**src/rtl/core/jdw_pkg.sv**
```systemverilog
// Shared types and constants for the JSON document writer.
// Holds the event codes, byte constants and the run descriptor that passes
// from the front end through the run queue to the byte emitter. No dependencies.
package jdw_pkg;

    // Event codes on the kind input
    localparam logic [2:0] K_OPEN_ARRAY  = 3'd0;
    localparam logic [2:0] K_OPEN_OBJECT = 3'd1;
    localparam logic [2:0] K_CLOSE       = 3'd2;
    localparam logic [2:0] K_NAME        = 3'd3;
    localparam logic [2:0] K_START_TEXT  = 3'd4;
    localparam logic [2:0] K_TEXT        = 3'd5;
    localparam logic [2:0] K_RAW         = 3'd6;
    localparam logic [2:0] K_CLEAR       = 3'd7;

    // Context codes on context_res
    localparam logic [2:0] CTX_NONE         = 3'd0;
    localparam logic [2:0] CTX_ARRAY_VALUE  = 3'd1;
    localparam logic [2:0] CTX_ARRAY_TEXT   = 3'd2;
    localparam logic [2:0] CTX_OBJ_MEMBER   = 3'd3;
    localparam logic [2:0] CTX_OBJ_VALUE    = 3'd4;
    localparam logic [2:0] CTX_OBJ_TEXT     = 3'd5;

    // Characters
    localparam logic [7:0] CH_NUL     = 8'h00;
    localparam logic [7:0] CH_NL      = 8'h0A;
    localparam logic [7:0] CH_COMMA   = 8'h2C;
    localparam logic [7:0] CH_QUOTE   = 8'h22;
    localparam logic [7:0] CH_BSLASH  = 8'h5C;
    localparam logic [7:0] CH_COLON   = 8'h3A;
    localparam logic [7:0] CH_ZERO    = 8'h30;
    localparam logic [7:0] CH_LBRACK  = 8'h5B;
    localparam logic [7:0] CH_RBRACK  = 8'h5D;
    localparam logic [7:0] CH_LBRACE  = 8'h7B;
    localparam logic [7:0] CH_RBRACE  = 8'h7D;
    localparam logic [7:0] CH_LC_A    = 8'h61;
    localparam logic [7:0] CH_LC_B    = 8'h62;
    localparam logic [7:0] CH_LC_F    = 8'h66;
    localparam logic [7:0] CH_LC_N    = 8'h6E;
    localparam logic [7:0] CH_LC_R    = 8'h72;
    localparam logic [7:0] CH_LC_T    = 8'h74;
    localparam logic [7:0] CH_LC_U    = 8'h75;

    // Byte slots of one run, emitted lowest first
    localparam int NSLOT = 12;
    localparam logic [3:0] SL_COMMA   = 4'd0;
    localparam logic [3:0] SL_NL_PRE  = 4'd1;
    localparam logic [3:0] SL_LEAD    = 4'd2;
    localparam logic [3:0] SL_D0      = 4'd3;  // data byte or backslash
    localparam logic [3:0] SL_D1      = 4'd4;  // escape letter or 'u'
    localparam logic [3:0] SL_D2      = 4'd5;
    localparam logic [3:0] SL_D3      = 4'd6;
    localparam logic [3:0] SL_D4      = 4'd7;
    localparam logic [3:0] SL_D5      = 4'd8;
    localparam logic [3:0] SL_QUOTE   = 4'd9;
    localparam logic [3:0] SL_COLON   = 4'd10;
    localparam logic [3:0] SL_NL_POST = 4'd11;

    localparam int QDEPTH = 4;

    typedef struct packed {
        logic [NSLOT-1:0] mask;
        logic [7:0]       lead;
        logic [7:0]       data;
        logic [7:0]       esc;
        logic             failed;
        logic             done;
        logic [2:0]       ctx;
    } jdw_run_t;

    function automatic logic [7:0] hex_digit(input logic [3:0] n);
        if (n < 4'd10)
            hex_digit = CH_ZERO + {4'd0, n};
        else
            hex_digit = CH_LC_A + {4'd0, n} - 8'd10;
    endfunction

endpackage

```
**src/rtl/core/json_document_writer.sv**
```systemverilog
// Top level of the JSON document writer.
// Instantiates jdw_front, jdw_queue and jdw_back; depends on jdw_pkg.
//
// Usage:
//   Events enter through a queue-style port: an event is taken on a clock
//   edge with push high and full low. Document bytes leave the same way:
//   while empty is low the oldest byte is on out_byte with its status
//   (last_of_run, failed, doc_done, context_res); pop takes it.
//   Each event yields zero to eleven bytes. The front end classifies one
//   event per cycle while full is low and posts a run descriptor to a
//   four-deep queue; the emitter sends one byte per cycle from the head
//   run while pop is high. Plain string bytes therefore sustain one event
//   per cycle; separators and escapes add bytes to a run, and full rises
//   once the queue fills. An event's run passes through a queue slot and
//   the head register before its first byte reaches the result ports.
//   A failing event gives one status byte (0, failed set); the writer stays
//   failed until a clear event, which gives no bytes.
//   Nesting deeper than MAX_DEPTH fails. Reset returns to the start of an
//   empty document; the stack needs no clearing. A stalled receiver only
//   holds the current byte; events keep entering until the queue is full.
module json_document_writer
    import jdw_pkg::*;
#(
    parameter int MAX_DEPTH = 64
)
(
    input  logic       clk,
    input  logic       rst_n,
    input  logic       push,
    output logic       full,
    input  logic [2:0] kind,
    input  logic [7:0] data_byte,
    input  logic       has_byte,
    input  logic       first_of_string,
    input  logic       last_of_string,
    output logic       empty,
    input  logic       pop,
    output logic [7:0] out_byte,
    output logic       last_of_run,
    output logic       failed,
    output logic       doc_done,
    output logic [2:0] context_res
);

    logic     accept;
    logic     run_valid;
    jdw_run_t run;
    jdw_run_t q_dout;
    logic     q_empty;
    logic     q_pop;

    assign accept = push && !full;

    jdw_front #(
        .MAX_DEPTH (MAX_DEPTH)
    ) u_front (
        .clk             (clk),
        .rst_n           (rst_n),
        .accept          (accept),
        .kind            (kind),
        .data_byte       (data_byte),
        .has_byte        (has_byte),
        .first_of_string (first_of_string),
        .last_of_string  (last_of_string),
        .run_valid       (run_valid),
        .run             (run)
    );

    jdw_queue u_queue (
        .clk   (clk),
        .rst_n (rst_n),
        .push  (run_valid),
        .din   (run),
        .full  (full),
        .pop   (q_pop),
        .dout  (q_dout),
        .empty (q_empty)
    );

    jdw_back u_back (
        .clk         (clk),
        .rst_n       (rst_n),
        .q_dout      (q_dout),
        .q_empty     (q_empty),
        .q_pop       (q_pop),
        .empty       (empty),
        .pop         (pop),
        .out_byte    (out_byte),
        .last_of_run (last_of_run),
        .failed      (failed),
        .doc_done    (doc_done),
        .context_res (context_res)
    );

endmodule

```
**src/rtl/core/jdw_front.sv**
```systemverilog
// Front end of the JSON document writer: classifies each event, keeps the
// writer mode, string state and nesting stack, and builds one run descriptor.
// Depends on jdw_pkg.
module jdw_front
    import jdw_pkg::*;
#(
    parameter int MAX_DEPTH = 64
)
(
    input  logic       clk,
    input  logic       rst_n,
    input  logic       accept,
    input  logic [2:0] kind,
    input  logic [7:0] data_byte,
    input  logic       has_byte,
    input  logic       first_of_string,
    input  logic       last_of_string,
    output logic       run_valid,
    output jdw_run_t   run
);

    localparam int LW = $clog2(MAX_DEPTH + 1);
    localparam int AW = $clog2(MAX_DEPTH);

    typedef enum logic [3:0] {
        M_FAIL,
        M_FIRST_VALUE,
        M_VALUE,
        M_VALUE_TEXT,
        M_FIRST_MEMBER,
        M_MEMBER,
        M_MEMBER_VALUE,
        M_MEMBER_VALUE_TEXT,
        M_DOC_END
    } mode_t;

    mode_t          mode_reg, mode_next;
    logic [LW-1:0]  level_reg, level_next, level_upd, level_m2;
    logic           sopen_reg, sopen_next;
    logic [2:0]     skind_reg, skind_next;
    logic [1:0]     sclose_reg, sclose_next;
    logic           below_reg;
    logic           kinds_mem [MAX_DEPTH];
    logic           push_we;
    logic [AW-1:0]  rd_addr;

    function automatic logic [2:0] ctx_of(input mode_t m);
        case (m)
            M_FIRST_VALUE, M_VALUE: ctx_of = CTX_ARRAY_VALUE;
            M_VALUE_TEXT:           ctx_of = CTX_ARRAY_TEXT;
            M_FIRST_MEMBER,
            M_MEMBER:               ctx_of = CTX_OBJ_MEMBER;
            M_MEMBER_VALUE:         ctx_of = CTX_OBJ_VALUE;
            M_MEMBER_VALUE_TEXT:    ctx_of = CTX_OBJ_TEXT;
            default:                ctx_of = CTX_NONE;
        endcase
    endfunction

    always_comb
    begin
        logic             fail;
        logic             quoted;
        logic [1:0]       sclose_v;
        logic [NSLOT-1:0] mask;
        logic [7:0]       lead;
        logic [7:0]       esc;

        mode_next   = mode_reg;
        level_next  = level_reg;
        sopen_next  = sopen_reg;
        skind_next  = skind_reg;
        sclose_next = sclose_reg;
        sclose_v    = sclose_reg;
        fail        = 1'b0;
        quoted      = 1'b0;
        mask        = '0;
        lead        = CH_NUL;
        esc         = CH_NUL;
        push_we     = 1'b0;

        if (kind == K_CLEAR)
        begin
            mode_next   = M_FIRST_VALUE;
            level_next  = '0;
            sopen_next  = 1'b0;
            skind_next  = 3'd0;
            sclose_next = 2'd0;
        end
        else if (mode_reg == M_FAIL)
        begin
            fail = 1'b1;
        end
        else if (kind == K_NAME || kind == K_TEXT || kind == K_RAW)
        begin
            if (first_of_string)
            begin
                if (kind == K_NAME)
                begin
                    if (mode_reg == M_MEMBER)
                    begin
                        mask[SL_COMMA]  = 1'b1;
                        mask[SL_NL_PRE] = 1'b1;
                    end
                    else if (mode_reg != M_FIRST_MEMBER)
                        fail = 1'b1;
                    mode_next     = M_MEMBER_VALUE;
                    mask[SL_LEAD] = 1'b1;
                    lead          = CH_QUOTE;
                    sclose_v      = 2'd2;
                end
                else
                begin
                    quoted = (kind == K_TEXT);
                    case (mode_reg)
                        M_VALUE:
                        begin
                            mask[SL_COMMA]  = 1'b1;
                            mask[SL_NL_PRE] = 1'b1;
                        end
                        M_FIRST_VALUE:       mode_next = M_VALUE;
                        M_MEMBER_VALUE:      mode_next = M_MEMBER;
                        M_VALUE_TEXT,
                        M_MEMBER_VALUE_TEXT: quoted = 1'b0;
                        default:             fail = 1'b1;
                    endcase
                    if (quoted)
                    begin
                        mask[SL_LEAD] = 1'b1;
                        lead          = CH_QUOTE;
                    end
                    sclose_v = {1'b0, quoted};
                end
                sopen_next = 1'b1;
                skind_next = kind;
            end
            else if (!sopen_reg || skind_reg != kind)
                fail = 1'b1;

            if (has_byte)
            begin
                mask[SL_D0] = 1'b1;
                if (kind != K_RAW)
                begin
                    if (data_byte == CH_QUOTE || data_byte == CH_BSLASH)
                    begin
                        mask[SL_D1] = 1'b1;
                        esc         = data_byte;
                    end
                    else if (data_byte < 8'd32)
                    begin
                        mask[SL_D1] = 1'b1;
                        case (data_byte)
                            8'd8:    esc = CH_LC_B;
                            8'd9:    esc = CH_LC_T;
                            8'd10:   esc = CH_LC_N;
                            8'd12:   esc = CH_LC_F;
                            8'd13:   esc = CH_LC_R;
                            default:
                            begin
                                esc            = CH_LC_U;
                                mask[SL_D5:SL_D2] = '1;
                            end
                        endcase
                    end
                    else if (data_byte inside {8'hC0, 8'hC1, [8'hF5:8'hFF]})
                        fail = 1'b1;
                end
            end

            if (last_of_string)
            begin
                if (sclose_v != 2'd0)
                    mask[SL_QUOTE] = 1'b1;
                if (sclose_v == 2'd2)
                    mask[SL_COLON] = 1'b1;
                sopen_next = 1'b0;
            end
            sclose_next = sclose_v;
        end
        else if (sopen_reg)
        begin
            fail = 1'b1;
        end
        else if (kind == K_OPEN_ARRAY || kind == K_OPEN_OBJECT)
        begin
            if (!(mode_reg == M_VALUE || mode_reg == M_FIRST_VALUE ||
                  mode_reg == M_MEMBER_VALUE))
                fail = 1'b1;
            if (level_reg >= LW'(MAX_DEPTH))
                fail = 1'b1;
            if (mode_reg == M_VALUE)
            begin
                mask[SL_COMMA]  = 1'b1;
                mask[SL_NL_PRE] = 1'b1;
            end
            mask[SL_LEAD] = 1'b1;
            lead          = (kind == K_OPEN_OBJECT) ? CH_LBRACE : CH_LBRACK;
            push_we       = 1'b1;
            level_next    = level_reg + LW'(1);
            mode_next     = (kind == K_OPEN_OBJECT) ? M_FIRST_MEMBER : M_FIRST_VALUE;
        end
        else if (kind == K_CLOSE)
        begin
            if (level_reg == '0)
                fail = 1'b1;
            mask[SL_LEAD] = 1'b1;
            case (mode_reg)
                M_FIRST_VALUE:  lead = CH_RBRACK;
                M_VALUE:
                begin
                    mask[SL_NL_PRE] = 1'b1;
                    lead            = CH_RBRACK;
                end
                M_FIRST_MEMBER: lead = CH_RBRACE;
                M_MEMBER:
                begin
                    mask[SL_NL_PRE] = 1'b1;
                    lead            = CH_RBRACE;
                end
                M_VALUE_TEXT, M_MEMBER_VALUE_TEXT:
                    lead = CH_QUOTE;
                default:        fail = 1'b1;
            endcase
            if (mode_reg == M_VALUE_TEXT)
                mode_next = M_VALUE;
            else if (mode_reg == M_MEMBER_VALUE_TEXT)
                mode_next = M_MEMBER_VALUE;
            else
            begin
                level_next = level_reg - LW'(1);
                if (level_reg == LW'(1))
                begin
                    mask[SL_NL_POST] = 1'b1;
                    mode_next        = M_DOC_END;
                end
                else
                    mode_next = below_reg ? M_MEMBER : M_VALUE;
            end
        end
        else
        begin
            // start of a text value
            case (mode_reg)
                M_VALUE:
                begin
                    mask[SL_COMMA]  = 1'b1;
                    mask[SL_NL_PRE] = 1'b1;
                    mode_next       = M_VALUE_TEXT;
                end
                M_FIRST_VALUE:  mode_next = M_VALUE_TEXT;
                M_MEMBER_VALUE: mode_next = M_MEMBER_VALUE_TEXT;
                default:        fail = 1'b1;
            endcase
            mask[SL_LEAD] = 1'b1;
            lead          = CH_QUOTE;
        end

        if (fail)
        begin
            // failing transaction: single status byte, everything else dropped
            mode_next   = M_FAIL;
            level_next  = level_reg;
            push_we     = 1'b0;
            run.mask    = '0;
            run.mask[SL_LEAD] = 1'b1;
            run.lead    = CH_NUL;
            run.failed  = 1'b1;
            run.done    = 1'b0;
            run.ctx     = CTX_NONE;
        end
        else
        begin
            run.mask    = mask;
            run.lead    = lead;
            run.failed  = 1'b0;
            run.done    = (mode_next == M_DOC_END);
            run.ctx     = ctx_of(mode_next);
        end
        run.data  = data_byte;
        run.esc   = esc;
        run_valid = accept && (kind != K_CLEAR) && (fail || (mask != '0));
    end

    assign level_upd = accept ? level_next : level_reg;
    assign level_m2  = level_upd - LW'(2);
    assign rd_addr   = level_m2[AW-1:0];

    always_ff @(posedge clk or negedge rst_n)
    begin
        if (!rst_n)
        begin
            mode_reg   <= M_FIRST_VALUE;
            level_reg  <= '0;
            sopen_reg  <= 1'b0;
            skind_reg  <= 3'd0;
            sclose_reg <= 2'd0;
        end
        else if (accept)
        begin
            mode_reg   <= mode_next;
            level_reg  <= level_next;
            sopen_reg  <= sopen_next;
            skind_reg  <= skind_next;
            sclose_reg <= sclose_next;
        end
    end

    // Nesting stack; below_reg tracks the entry under the top of stack
    always_ff @(posedge clk)
    begin
        if (accept && push_we)
            kinds_mem[level_reg[AW-1:0]] <= (kind == K_OPEN_OBJECT);
        below_reg <= kinds_mem[rd_addr];
    end

endmodule

```
**src/rtl/core/jdw_queue.sv**
```systemverilog
// Short run queue between the front end and the byte emitter.
// Holds jdw_run_t descriptors; depth QDEPTH from jdw_pkg.
module jdw_queue
    import jdw_pkg::*;
(
    input  logic     clk,
    input  logic     rst_n,
    input  logic     push,
    input  jdw_run_t din,
    output logic     full,
    input  logic     pop,
    output jdw_run_t dout,
    output logic     empty
);

    localparam int PW = $clog2(QDEPTH);

    jdw_run_t          slots_reg [QDEPTH];
    logic [PW-1:0]     wr_ptr_reg, rd_ptr_reg;
    logic [PW:0]       count_reg;
    logic              do_push, do_pop;

    assign full    = (count_reg == (PW+1)'(QDEPTH));
    assign empty   = (count_reg == '0);
    assign do_push = push && !full;
    assign do_pop  = pop && !empty;
    assign dout    = slots_reg[rd_ptr_reg];

    always_ff @(posedge clk or negedge rst_n)
    begin
        if (!rst_n)
        begin
            wr_ptr_reg <= '0;
            rd_ptr_reg <= '0;
            count_reg  <= '0;
        end
        else
        begin
            if (do_push)
                wr_ptr_reg <= wr_ptr_reg + PW'(1);
            if (do_pop)
                rd_ptr_reg <= rd_ptr_reg + PW'(1);
            if (do_push && !do_pop)
                count_reg <= count_reg + (PW+1)'(1);
            else if (do_pop && !do_push)
                count_reg <= count_reg - (PW+1)'(1);
        end
    end

    always_ff @(posedge clk)
    begin
        if (do_push)
            slots_reg[wr_ptr_reg] <= din;
    end

endmodule

```
**src/rtl/core/jdw_back.sv**
```systemverilog
// Byte emitter of the JSON document writer: expands the run at the head of
// the queue into document bytes, one per pop. Depends on jdw_pkg.
module jdw_back
    import jdw_pkg::*;
(
    input  logic       clk,
    input  logic       rst_n,
    input  jdw_run_t   q_dout,
    input  logic       q_empty,
    output logic       q_pop,
    output logic       empty,
    input  logic       pop,
    output logic [7:0] out_byte,
    output logic       last_of_run,
    output logic       failed,
    output logic       doc_done,
    output logic [2:0] context_res
);

    jdw_run_t         head_reg;
    logic             head_valid_reg;
    logic [NSLOT-1:0] low_bit;
    logic [3:0]       slot;
    logic             take, drained, load;

    assign low_bit     = head_reg.mask & (~head_reg.mask + NSLOT'(1));
    assign last_of_run = (head_reg.mask & (head_reg.mask - NSLOT'(1))) == '0;
    assign empty       = !head_valid_reg;
    assign take        = pop && head_valid_reg;
    assign drained     = take && last_of_run;
    assign load        = (!head_valid_reg || drained) && !q_empty;
    assign q_pop       = load;
    assign failed      = head_reg.failed;
    assign doc_done    = head_reg.done;
    assign context_res = head_reg.ctx;

    always_comb
    begin
        slot = SL_COMMA;
        for (int i = NSLOT - 1; i >= 0; i--)
        begin
            if (head_reg.mask[i])
                slot = 4'(i);
        end
    end

    always_comb
    begin
        case (slot)
            SL_COMMA:   out_byte = CH_COMMA;
            SL_NL_PRE:  out_byte = CH_NL;
            SL_LEAD:    out_byte = head_reg.lead;
            SL_D0:      out_byte = head_reg.mask[SL_D1] ? CH_BSLASH : head_reg.data;
            SL_D1:      out_byte = head_reg.esc;
            SL_D2:      out_byte = CH_ZERO;
            SL_D3:      out_byte = CH_ZERO;
            SL_D4:      out_byte = hex_digit(head_reg.data[7:4]);
            SL_D5:      out_byte = hex_digit(head_reg.data[3:0]);
            SL_QUOTE:   out_byte = CH_QUOTE;
            SL_COLON:   out_byte = CH_COLON;
            SL_NL_POST: out_byte = CH_NL;
            default:    out_byte = CH_NUL;
        endcase
    end

    always_ff @(posedge clk or negedge rst_n)
    begin
        if (!rst_n)
            head_valid_reg <= 1'b0;
        else if (load)
            head_valid_reg <= 1'b1;
        else if (drained)
            head_valid_reg <= 1'b0;
    end

    always_ff @(posedge clk)
    begin
        if (load)
            head_reg <= q_dout;
        else if (take)
            head_reg.mask <= head_reg.mask & ~low_bit;
    end

endmodule

```
**config.mk**
```make
export PLATFORM = sky130hd
export DESIGN_NAME = json_document_writer
export DESIGN_NICKNAME = d
export VERILOG_FILES = /design/src/rtl/core/jdw_pkg.sv /design/src/rtl/core/json_document_writer.sv /design/src/rtl/core/jdw_front.sv /design/src/rtl/core/jdw_queue.sv /design/src/rtl/core/jdw_back.sv
export SDC_FILE = /design/constraint.sdc
export NUM_CORES = 1
export LEC_CHECK = 0
export ABC_AREA = 0
export BUFFER_PORTS_ARGS = -buffer_cell sky130_fd_sc_hd__buf_2
export CAP_MARGIN = 20
export CORE_ASPECT_RATIO = 0.7
export CORE_MARGIN = 1
export CORE_UTILIZATION = 65
export DETAILED_ROUTE_END_ITERATION = 8
export GPL_ROUTABILITY_DRIVEN = 0
export PLACE_DENSITY_LB_ADDON = 0.1
export SLEW_MARGIN = 20
export SYNTH_ARGS = -nofsm -noshare
export SYNTH_HDL_FRONTEND = slang
export SYNTH_SLANG_ARGS = --single-unit
```
**constraint.sdc**
```tcl
create_clock -name clk -period 7.05 [get_ports clk]
set_clock_uncertainty 0.1 [all_clocks]
set_input_delay 1.0575 -clock clk [delete_from_list [all_inputs] [get_ports clk]]
set_output_delay 1.0575 -clock clk [all_outputs]
set_load 0.01 [all_outputs]
```
# After elaboration in Yosys (flattened, before gate mapping)
# Memory sizes are Yosys's and may differ from the RTL's. A register that Yosys moved wholly into a read port is not among the register bits.
# Index checks and enable logic that the tools add are counted.
[totals] output_inout_bits=16 elab_cells=305 regBits=66 ramBits=228 mem_bits_ro=0 inputBits=18 latchBits=0 mem_count=2
[op_classes] reduce_logical=57 mul=0 addsub=15 n_eq_ne=49 shift=0 bitwise=5 div_mod_pow=0 magnitude_cmp=6 muxes=155
[mem_list] name="u_queue.slots_reg" depth=4 width=41 rd=1 rd_ports_with_merged_regs=0 wr=1 line="jdw_queue.sv:18" text="jdw_run_t slots_reg [QDEPTH];"
[mem_list] name="u_front.kinds_mem" depth=64 width=1 rd=1 rd_ports_with_merged_regs=1 wr=1 line="jdw_front.sv:43" text="logic kinds_mem [MAX_DEPTH];"
[ops] op="2-to-1 mux 8 bit" n=18
[ops] op="2-to-1 mux 4 bit" n=26
[ops] op="one-hot mux 8 bit (10 select lines)" n=1
[ops] op="2-to-1 mux 7 bit" n=11
[ops] op="2-to-1 mux 1 bit" n=59
[ops] op="equality test 4 x 3 -> 1 bit, second input constant" n=12
[ops] op="2-to-1 mux 12 bit" n=4
[ops] op="equality test 8 x 4 -> 1 bit, second input constant" n=5
[ops] op="2-to-1 mux 3 bit" n=13
[ops] op="bitwise AND 12 bit" n=3
[ops] op="one-hot mux 5 bit (5 select lines)" n=1
[ops] op="equality test 4 x 2 -> 1 bit, second input constant" n=6
[ops] op="inverter 12 bit" n=2
[ops] op="2-to-1 mux 2 bit" n=11
[ops] op="one-hot mux 7 bit (3 select lines)" n=1
[ops] op="equality test 4 bit, second input constant" n=5
[ops] op="2-to-1 mux 20 bit" n=1
[ops] op="2-to-1 mux 6 bit" n=3
[ops] op="adder 7 x 4 -> 8 bit, first input constant" n=2
[ops] op="equality test 8 bit, second input constant" n=2
[ops] op="one-hot mux 4 bit (2 select lines)" n=2
[ops] op="OR reduction 2 bit" n=8
[ops] op="subtractor 8 x 4 -> 8 bit, second input constant" n=2
[ops] op="2-to-1 mux 5 bit" n=3
[ops] op="42 further kinds" n=86

# Longest topological paths before layout
# Gate-level depths: netlist of run 1.
[depth] word_depth=27 depth_mapped=20 mapped_depth_nobuf=16

# Hierarchy
# A second synthesis of run 1 with hierarchy kept.
[hier_totals] cells_unflattened=1083 hier_area_um2=14338.8
[modules_own_cells] module="jdw_queue" seq_area_each_um2=5099.9 n_inst=1 area_each_um2=6399.9 cells_each=251
[modules_own_cells] module="jdw_front" seq_area_each_um2=2368.5 n_inst=1 area_each_um2=5496.5 cells_each=597
[modules_own_cells] module="jdw_back" seq_area_each_um2=1256.2 n_inst=1 area_each_um2=2428.6 cells_each=234
[modules_own_cells] module="json_document_writer" seq_area_each_um2=0.0 n_inst=1 area_each_um2=13.8 cells_each=1

# Worst setup path after synthesis of run 1
# Ideal clock, no wire load.
[synth_timing] path_kind="input to register" startpoint="in kind[1]" endpoint="reg u_front.below_reg (read register of u_front.kinds_mem)" required_ps=6878 path_buffers=5 setup_time_ps=72 arrival_ps=4287 slack_ps=2592 stages=18 path_cell_list="buf_6 and3_4 buf_6 or4_1 buf_2 and4_1 nand2_1 a21o_1 a21oi_1 ha_1 clkbuf_1 clkbuf_1 mux2i_1 a311oi_1 a21oi_1 a221oi_1 a21oi_1 mux2i_1"
[synth_via] elab_chain_len=15 word_cells_on_any_way=36 cone_classes="1 x add/sub; 8 x eq/ne; 22 x mux; 5 x reduce/logical"
[synth_lines] item="start, declared" line="json_document_writer.sv:31" text="input logic [2:0] kind,"
[synth_lines] item="!= test 3 bit" line="jdw_front.sv:136" text="else if (!sopen_reg || skind_reg != kind)"
[synth_lines] item="logical OR 1 bit" line="jdw_front.sv:136"
[synth_lines] item="2-to-1 mux 1 bit" line="jdw_front.sv:136"
[synth_lines] item="2-to-1 mux 1 bit" line="jdw_front.sv:95" text="if (first_of_string)"
[synth_lines] item="2-to-1 mux 1 bit" line="jdw_front.sv:165" text="else if (data_byte inside {8'hC0, 8'hC1, [8'hF5:8'hFF]})"
[synth_lines] item="2-to-1 mux 1 bit" line="jdw_front.sv:149" text="else if (data_byte < 8'd32)"
[synth_lines] item="2-to-1 mux 1 bit" line="jdw_front.sv:144" text="if (data_byte == CH_QUOTE || data_byte == CH_BSLASH)"
[synth_lines] item="2-to-1 mux 1 bit" line="jdw_front.sv:142" text="if (kind != K_RAW)"
[synth_lines] item="2-to-1 mux 1 bit" line="jdw_front.sv:139" text="if (has_byte)"
[synth_lines] item="2-to-1 mux 1 bit" line="jdw_front.sv:93" text="else if (kind == K_NAME || kind == K_TEXT || kind == K_RAW)"
[synth_lines] item="2-to-1 mux 1 bit" line="jdw_front.sv:89" text="else if (mode_reg == M_FAIL)"
[synth_lines] item="2-to-1 mux 1 bit" line="jdw_front.sv:81" text="if (kind == K_CLEAR)"
[synth_lines] item="2-to-1 mux 7 bit *" line="jdw_front.sv:258" text="if (fail)"
[synth_lines] item="2-to-1 mux 7 bit *" line="jdw_front.sv:284" text="assign level_upd = accept ? level_next : level_reg;"
[synth_lines] item="subtractor 6 x 2 -> 6 bit *" line="jdw_front.sv:285" text="assign level_m2 = level_upd - LW'(2);"
[synth_lines] item="end, declared" line="jdw_front.sv:42" text="logic below_reg;"
# Mark *: on every way between the ends. The rest lies on a longest branch, timed or not.
# A chain may end at the register's enable or synchronous reset.

# Final worst setup path of run 1
[layout_timing] startpoint="reg u_front.mode_reg[1]" endpoint="reg u_front.below_reg (read register of u_front.kinds_mem)"
[layout_via] elab_chain_len=16 word_cells_on_any_way=45 cone_classes="1 x add/sub; 8 x eq/ne; 30 x mux; 6 x reduce/logical"
[layout_lines] item="start, declared" line="jdw_front.sv:37" text="mode_t mode_reg, mode_next;"
[layout_lines] item="start signal, assigned" line="jdw_front.sv:300" text="mode_reg <= mode_next;"
[layout_lines] item="equality test 4 x 3 -> 1 bit, or another cell as far along" line="jdw_front.sv:114, jdw_front.sv:207, jdw_front.sv:226"
[layout_lines] item="OR reduction 5 bit (no line) / 2-to-1 mux 1 bit (equally long branches)"
[layout_lines] item="2-to-1 mux 1 bit, on equally long branches" line="jdw_front.sv:114, jdw_front.sv:99"
[layout_lines] item="2-to-1 mux 1 bit" line="jdw_front.sv:97" text="if (kind == K_NAME)"
[layout_lines] item="2-to-1 mux 1 bit" line="jdw_front.sv:95"
[layout_lines] item="2-to-1 mux 1 bit" line="jdw_front.sv:165"
[layout_lines] item="2-to-1 mux 1 bit" line="jdw_front.sv:149"
[layout_lines] item="2-to-1 mux 1 bit" line="jdw_front.sv:144"
[layout_lines] item="2-to-1 mux 1 bit" line="jdw_front.sv:142"
[layout_lines] item="2-to-1 mux 1 bit" line="jdw_front.sv:139"
[layout_lines] item="2-to-1 mux 1 bit" line="jdw_front.sv:93"
[layout_lines] item="2-to-1 mux 1 bit" line="jdw_front.sv:89"
[layout_lines] item="2-to-1 mux 1 bit" line="jdw_front.sv:81"
[layout_lines] item="2-to-1 mux 7 bit *" line="jdw_front.sv:258"
[layout_lines] item="2-to-1 mux 7 bit *" line="jdw_front.sv:284"
[layout_lines] item="subtractor 6 x 2 -> 6 bit *" line="jdw_front.sv:285"
# Marks and branches as above.

==> results.toml, run 1 <==
[status]
outcome = "finished, violations left"
violations = "design-rule violations"

[clocking]
cts_tree = "done"
cts_hold_buffers = 0
cts_resized = 0
clock_path_buffers = 3
cts_buffers = 26
clkTransAtPathRegs_ns = 0.06
clk_latency_ns = 0.54
post_cts_buffers = 0
clock-sinks = 263
htree_levels = 1
cts_root_buf = "clkbuf_16"

[yosys]
synth_warnings = 0
synthCells = 1050
synth.largest_area_cell = "edfxtp_1"
synth.distinct_cells = 88
synth_top_cell_area_share = 0.556
synthTopCellsByArea = "edfxtp_1, mux4_2, dfrtp_1, nor2_1, nand2_1"
async_flop_share = 0.0951
netlist_area_sq_um = 12800
synth_seq_cells = 263
postSynthAreaPerCell_sq_um = 12.2
synthFlopType = "edfxtp_1"
ys_seq_area_frac = 0.606
synth_edf_count = 237

[setup_path]
startpoint = "u_front.mode_reg[1]"
crit_type = "flop to flop"
cp.depth = 14
reg2reg_depth = 14
r2r_setup_slack_ns = 2.01
crit_family = "simple AND/OR/NAND/NOR gates"
start_kind = "flop"
crit_slowest_cell = "ha_1"
required_ns = 7.37
path_common_cell = "mux2i_1"
max_stage_delay_ns = 0.74
cp.arrival_ns = 5.36
crit_path_end = "u_front.below_reg"
crit_chain = "or4_1 > nand4_2 > nor2_1 > and2_1 > o21ai_2 > inv_2 > ha_1 > nor2b_1 > a22oi_1 > o211ai_1 > mux2i_1 > o2bb2ai_1 > o32a_1 > mux2i_1"
critPathBufInv = 1
endpoint_kind = "flop"
r2r_start = "u_front.mode_reg[1]"
cp_max_fo = 20
r2r-end = "u_front.below_reg"

[timing]
clock.fmax_mhz = 198
fin_crit_ns = 5.04
drv_slew = 0
setup_viol = 0
hold_viol_final = 0
worst_slew_pin_slew_ns = 1.07
fin_crit_sh = 0.715
tns_ns = 0
rsz0062_at_grt = "false"
relSlewSlack = 0.274

[global_routing]
overflow = 0
use_met1 = 0.522
grt_use_met3 = 0.0738
grt_pass1_vias = 8168
grt-busiest-layer = "met1"
grt.total_usage = 0.311
grt_pass1_wl_mm = 47.1
grtUsageMet2 = 0.407
grt_max_degree = 48
antenna_found_initial = 0

[die]
die_w_microns = 170
num_io_pins = 34
die_area_sq_um = 20300
coreArea_sq_um = 19100
start_util = 0.672
std_cell_rows = 42
die_h_microns = 119

[drt]
wl_per_cell_microns = 22.5
drtIter0Drc = 1495
wirelength_mm = 30.4
drc = 10
dr.pass1.iters = 9
vias_per_cell = 6.68
vias = 9004
ant_nets = 0

[place]
hpwlAfterDp_mm = 20.3
place.port_buffers = 33

[min_path]
hp-class = "flop to flop"

[final_layout]
fin_nets = 1094
antenna_cells = 0
final_core_util = 0.735
drive_above_1_share = 0.148
largest_reg_flops = 136
area_growth_pct = 9.51

[job]
maxCapViolCount = 0

[power_and_ir_drop]
total_leakage_power_nw = 4.78
pwr_density_cell_nw_per_um2 = 290
worst_ir_drop_vdd_uv = 269
-- layout make-up --
class / count / area [sq um]
tap: 264 / 330
fill: 1265 / 5050
clock inverter: 16 / 203
timing repair buffer: 43 / 240
sequential: 263 / 7760
clock buffer: 32 / 724
inverter: 31 / 116
multi-input combinational: 699 / 4650
-- cell usage after synthesis, types with 6 or more instances --
master	number
edfxtp_1	237
nor2_1	140
nand2_1	95
o21ai_0	49
a21oi_1	47
nand3_1	43
mux4_2	35
clkbuf_1	32
nor3_1	30
inv_1	29
dfrtp_1	24
a211oi_1	13
buf_2	13
xnor2_1	13
mux2i_1	12
ha_1	11
o22ai_1	11
a21o_1	10
and2_1	10
nor2b_1	10
a31oi_1	9
nand4_1	9
or3_1	9
nand2b_1	8
o31ai_1	8
buf_4	7
o21ai_1	7
and3_1	6
nand3b_1	6
or4_1	6
xor2_1	6
-- cell usage in the layout, fill, tap and decap left out, types with 23 or more instances in the layout --
cell and count:
inv_1 29, nor2_1 140, dfrtp_1 23, buf_2 33, o21ai_0 49, clkbuf_16 27
mux4_2 35, nand3_1 43, edfxtp_1 237, a21oi_1 47, nor3_1 30, nand2_1 95
-- cells by family (layout without fill, tap and decap cells) --
| logic type | count (synthesis) | in the layout | synth area share |
|---|---|---|---|
| AND/OR/NAND/NOR | 410 | 410 | 0.155 |
| buffers and inverters | 91 | 122 | 0.0323 |
| other | 1 | 4 | 0.000293 |
| multiplexers | 53 | 53 | 0.0762 |
| adder cells (fa/ha/maj) | 14 | 14 | 0.0139 |
| flip-flops | 263 | 263 | 0.606 |
| AO/OA/AOI/OAI | 197 | 197 | 0.101 |
| XOR/XNOR | 21 | 21 | 0.0155 |
-- how the worst min path moves through the flow --
stage,cells after the start,end,from,slack (ns)
2_1_floorplan,2,u_front.sclose_reg[0],u_front.sclose_reg[0],0.34
3_3_place_gp,2,u_front.sclose_reg[0],u_front.sclose_reg[0],0.37
3_5_place_dp,2,u_front.sclose_reg[0],u_front.sclose_reg[0],0.38
4_1_cts,2,u_front.sclose_reg[1],u_front.sclose_reg[1],0.39
5_1_grt,2,u_front.sclose_reg[1],u_front.sclose_reg[1],0.42
6_report,2,u_front.sclose_reg[1],u_front.sclose_reg[1],0.39
-- metal layers --
metal | share of wire | vias to the layer above | wire, microns
li1 | - | 3986 | -
met3 | 0.13 | 66 | 3970
met5 | 0 | - | 0
met4 | 0.020 | 0 | 618
met1 | 0.45 | 4336 | 13700
met2 | 0.40 | 616 | 12100
-- tightest hold or removal path, delay by kind of cell (launching register included) --
family             cells  cell delay [ns]
and+or+nand+nor        1             0.04
AOI/OAI and AO/OA      1             0.07
DFF                    1             0.34
-- report_power, final --
| part | switching (W) | internal (W) | total, W | leakage, nW |
|---|---|---|---|---|
| Combinational | 0.000364 | 0.000247 | 0.000611 | 1.84 |
| Clock | 0.000594 | 0.000883 | 0.00148 | 0.441 |
| Sequential | 0.0000695 | 0.00190 | 0.00197 | 2.49 |
-- through the flow --
| stage | setup slack [ns] | area, sq um | hold WS, ns | cells | power (W) |
|---|---|---|---|---|---|
| finish | 2.01 | 14000 | 0.388 | 1348 | 0.00406 |
| global route | 1.82 | 14000 | 0.415 | 1348 | 0.00420 |
| CTS | 2.10 | 14000 | 0.395 | 1348 | 0.00408 |
| detailed placement | 1.72 | 13100 | 0.376 | 1300 | 0.00261 |
| global placement | 1.96 | 13100 | 0.368 | 1300 | 0.00258 |
| floorplan | 2.59 | 12800 | 0.342 | 1053 | 0.00242 |
No activity file was read; power rests on OpenSTA's default activity.
==> run 2, diff against run 1 <==
--- a/config.mk
+++ b/config.mk
@@ -5,12 +5,12 @@
 export SDC_FILE = /design/constraint.sdc
 export NUM_CORES = 1
 export LEC_CHECK = 0
-export ABC_AREA = 0
+export ABC_AREA = 1
 export BUFFER_PORTS_ARGS = -buffer_cell sky130_fd_sc_hd__buf_2
 export CAP_MARGIN = 20
 export CORE_ASPECT_RATIO = 0.7
 export CORE_MARGIN = 1
-export CORE_UTILIZATION = 65
+export CORE_UTILIZATION = 57
 export DETAILED_ROUTE_END_ITERATION = 8
 export GPL_ROUTABILITY_DRIVEN = 0
 export PLACE_DENSITY_LB_ADDON = 0.1
==> constraint.sdc (replaced) <==
create_clock -name clk -period 4.1 [get_ports clk]
set_clock_uncertainty 0.1 [all_clocks]
set_input_delay 0.615 -clock clk [delete_from_list [all_inputs] [get_ports clk]]
set_output_delay 0.615 -clock clk [all_outputs]
set_load 0.01 [all_outputs]
==> run 2 against run 1 <==
Net effect: the run now ends clean; critical path depth rose by 8; clock power is 56% higher; register-to-register slack lost 1.8 ns; clock-buffer cell count rose by 1; power increased by 74%; final cell count grew 23%; critical endpoint unchanged.
==> results.toml, run 2 <==
[global_routing]
grt_pass1_wl_mm = 48.4
overflow = 0
grt_max_degree = 70
grt_pass1_vias = 8716
antenna_found_initial = 0
grt.total_usage = 0.270

[drt]
vias = 9654
wl_met2_mm = 12.6
routed.top_layer = "met4"
ant_nets = 0
wl_met3_mm = 2.57
vias_per_cell = 5.83
met1_length_mm = 15.1
wl_per_cell_microns = 18.5
drc = 0
wirelength_mm = 30.6
dr.pass1.iters = 5
drtIter0Drc = 1189

[status]
outcome = "completed"

[timing]
hold_viol_final = 0
timing.hold.ws_ns = 0.00909
fin_crit_sh = 0.953
tns_ns = 0
fin_crit_ns = 3.91
clock.fmax_mhz = 256
rsz0062_at_grt = "true"
worst_slew_pin_slew_ns = 0.870
relSlewSlack = 0.420
setup_viol = 0
drv_slew = 0

[power_and_ir_drop]
finalPower_w = 0.00706
total_leakage_power_nw = 5.55
worst_ir_drop_vdd_uv = 347
pwr_density_cell_nw_per_um2 = 498

[clocking]
cts_tree = "done"
cts_hold_buffers = 0
clk_latency_ns = 0.53
post_cts_buffers = 0
clock_path_buffers = 3
cts_buffers = 26
clkTransAtPathRegs_ns = 0.06
cts_root_buf = "clkbuf_16"
clock-sinks = 263
htree_levels = 1
cts_resized = 0

[setup_path]
start_kind = "flop"
r2r_setup_slack_ns = 0.19
cp.depth = 22
crit_path_end = "u_front.below_reg"
crit_chain = "inv_1 > ha_1 > nand2_1 > nor2_1 > nand2_1 > nand3_1 > nand2_1 > nand2_1 > nand2_2 > nand3_4 > nand2_4 > inv_2 > nor2_4 > nand2_2 > nand2_4 > ha_2 > clkinvlp_4 > nand3_1 > nand3_1 > nand3_1 > nand3_1 > nand2_1"
startpoint = "u_front.level_reg[1]"
crit_slowest_cell = "ha_2"
r2r-end = "u_front.below_reg"
critPathBufInv = 3
endpoint_kind = "flop"
max_stage_delay_ns = 0.54
cp.arrival_ns = 4.29
crit_family = "simple AND/OR/NAND/NOR gates"
crit_type = "flop to flop"
required_ns = 4.48
r2r_start = "u_front.level_reg[1]"
cp_max_fo = 18
reg2reg_depth = 22

[yosys]
synth.largest_area_cell = "edfxtp_1"
postSynthAreaPerCell_sq_um = 9.72
ys_seq_area_frac = 0.609
synth_top_cell_area_share = 0.558
netlist_area_sq_um = 12700
synth_edf_count = 237
async_flop_share = 0.0951
synthTopCellsByArea = "edfxtp_1, nor2_1, nand2_1, inv_1, dfrtp_1"
synthFlopType = "edfxtp_1"
synth_warnings = 0
synth_seq_cells = 263
synthCells = 1312
synth.distinct_cells = 62
synth.most_common_cell = "edfxtp_1"
synth.top_cells.by_count = "edfxtp_1, nor2_1, nand2_1, inv_1, o21ai_0"

[final_layout]
drive_above_1_share = 0.110
layout_commonest_cell = "edfxtp_1"
instances_no_fill = 1656
antenna_cells = 0
final_core_util = 0.650
final_cell_mix = "edfxtp_1, nor2_1, nand2_1, inv_1, o21ai_0"
largest_reg_flops = 136
area_growth_pct = 11.2
fin_nets = 1386
nFillCells = 1781

[die]
start_util = 0.585
num_io_pins = 34
die_h_microns = 127
die_w_microns = 181
std_cell_rows = 45
die_area_sq_um = 23000
coreArea_sq_um = 21800

[place]
hpwlAfterDp_mm = 20.3
placed_cells = 1609
place.port_buffers = 33

[min_path]
hp-class = "input pin to async pin"

[job]
maxCapViolCount = 0
==> run 2: cell count changes after synthesis, moves of 13 or more <==
cell     previous run  this run
nor2_1            140       219
nand2_1            95       197
nor3_1             30        15
nand3_1            43        99
inv_1              29       170
o21ai_0            49       104
nand4_1             9        22
o22ai_1            11        39
mux4_2             35         0
==> run 2: cell type report <==
cell class	instances	area, sq um	area share
Clock inverter	13	116	0.00821
Timing Repair Buffer	56	400	0.0283
Clock buffer	33	698	0.0493
Sequential cell	263	7760	0.548
Multi-Input combinational cell	827	4140	0.292
Tap cell	282	353	0.0249
Inverter	182	692	0.0488
==> run 2: worst min path at each step <==
stage	end	cells after the start	slack, ns	from
2_1_floorplan	u_back.head_valid_reg	0	0.22	rst_n
3_3_place_gp	u_front.sclose_reg[0]	2	0.39	u_front.sclose_reg[0]
3_5_place_dp	u_front.sclose_reg[0]	2	0.39	u_front.sclose_reg[0]
4_1_cts	u_front.level_reg[1]	1	0.006	rst_n
5_1_grt	u_front.level_reg[1]	1	0.04	rst_n
6_report	u_front.level_reg[1]	1	0.009	rst_n
==> run 2: worst reg2reg max path: stages (launching register included) <==
cell and delay, ns:
dfrtp_1 0.44, inv_1 0.20, ha_1 0.20, nand2_1 0.08, nor2_1 0.21, nand2_1 0.09, nand3_1 0.09, nand2_1 0.06
nand2_1 0.08, nand2_2 0.07, nand3_4 0.11, nand2_4 0.11, inv_2 0.31, nor2_4 0.09, nand2_2 0.09, nand2_4 0.17
ha_2 0.54, clkinvlp_4 0.28, nand3_1 0.20, nand3_1 0.12, nand3_1 0.10, nand3_1 0.08, nand2_1 0.06
==> run 2: routing by layer <==
metal | track usage | up-vias
met3 | 0.0453 | 33
met4 | 0.0498 | 0
met5 | 0 | -
met1 | 0.446 | 4625
li1 | - | 4567
met2 | 0.374 | 429
==> run 2: cell families (layout without fill, tap and decap cells) <==
group	count (synthesis)	count (layout)	synth area share
AOI/OAI and AO/OA	212	212	0.0952
xor gates and xnor gates	9	9	0.00677
adders and majority gates	12	12	0.0124
buffers and inverters	225	284	0.0713
DFF	263	263	0.609
muxes	1	1	0.000883
other	1	4	0.000294
and+or+nand+nor	589	589	0.204
==> run 2: power breakdown <==
| group | switching, W | total [W] | internal, W |
|---|---|---|---|
| combinational | 0.000966 | 0.00139 | 0.000421 |
| sequential | 0.000126 | 0.00337 | 0.00324 |
| clock | 0.000981 | 0.00231 | 0.00133 |
==> run 2: per-stage QoR <==
| step | setup slack [ns] | cell area (sq um) |
|---|---|---|
| 2_1_floorplan | 0.154 | 12800 |
| 3_3_place_gp | 0.154 | 13300 |
| 4_1_cts | 0.222 | 14100 |
| 5_1_grt | -0.0147 | 14200 |
| 3_5_place_dp | 0.0758 | 13300 |
| 6_report | 0.192 | 14200 |
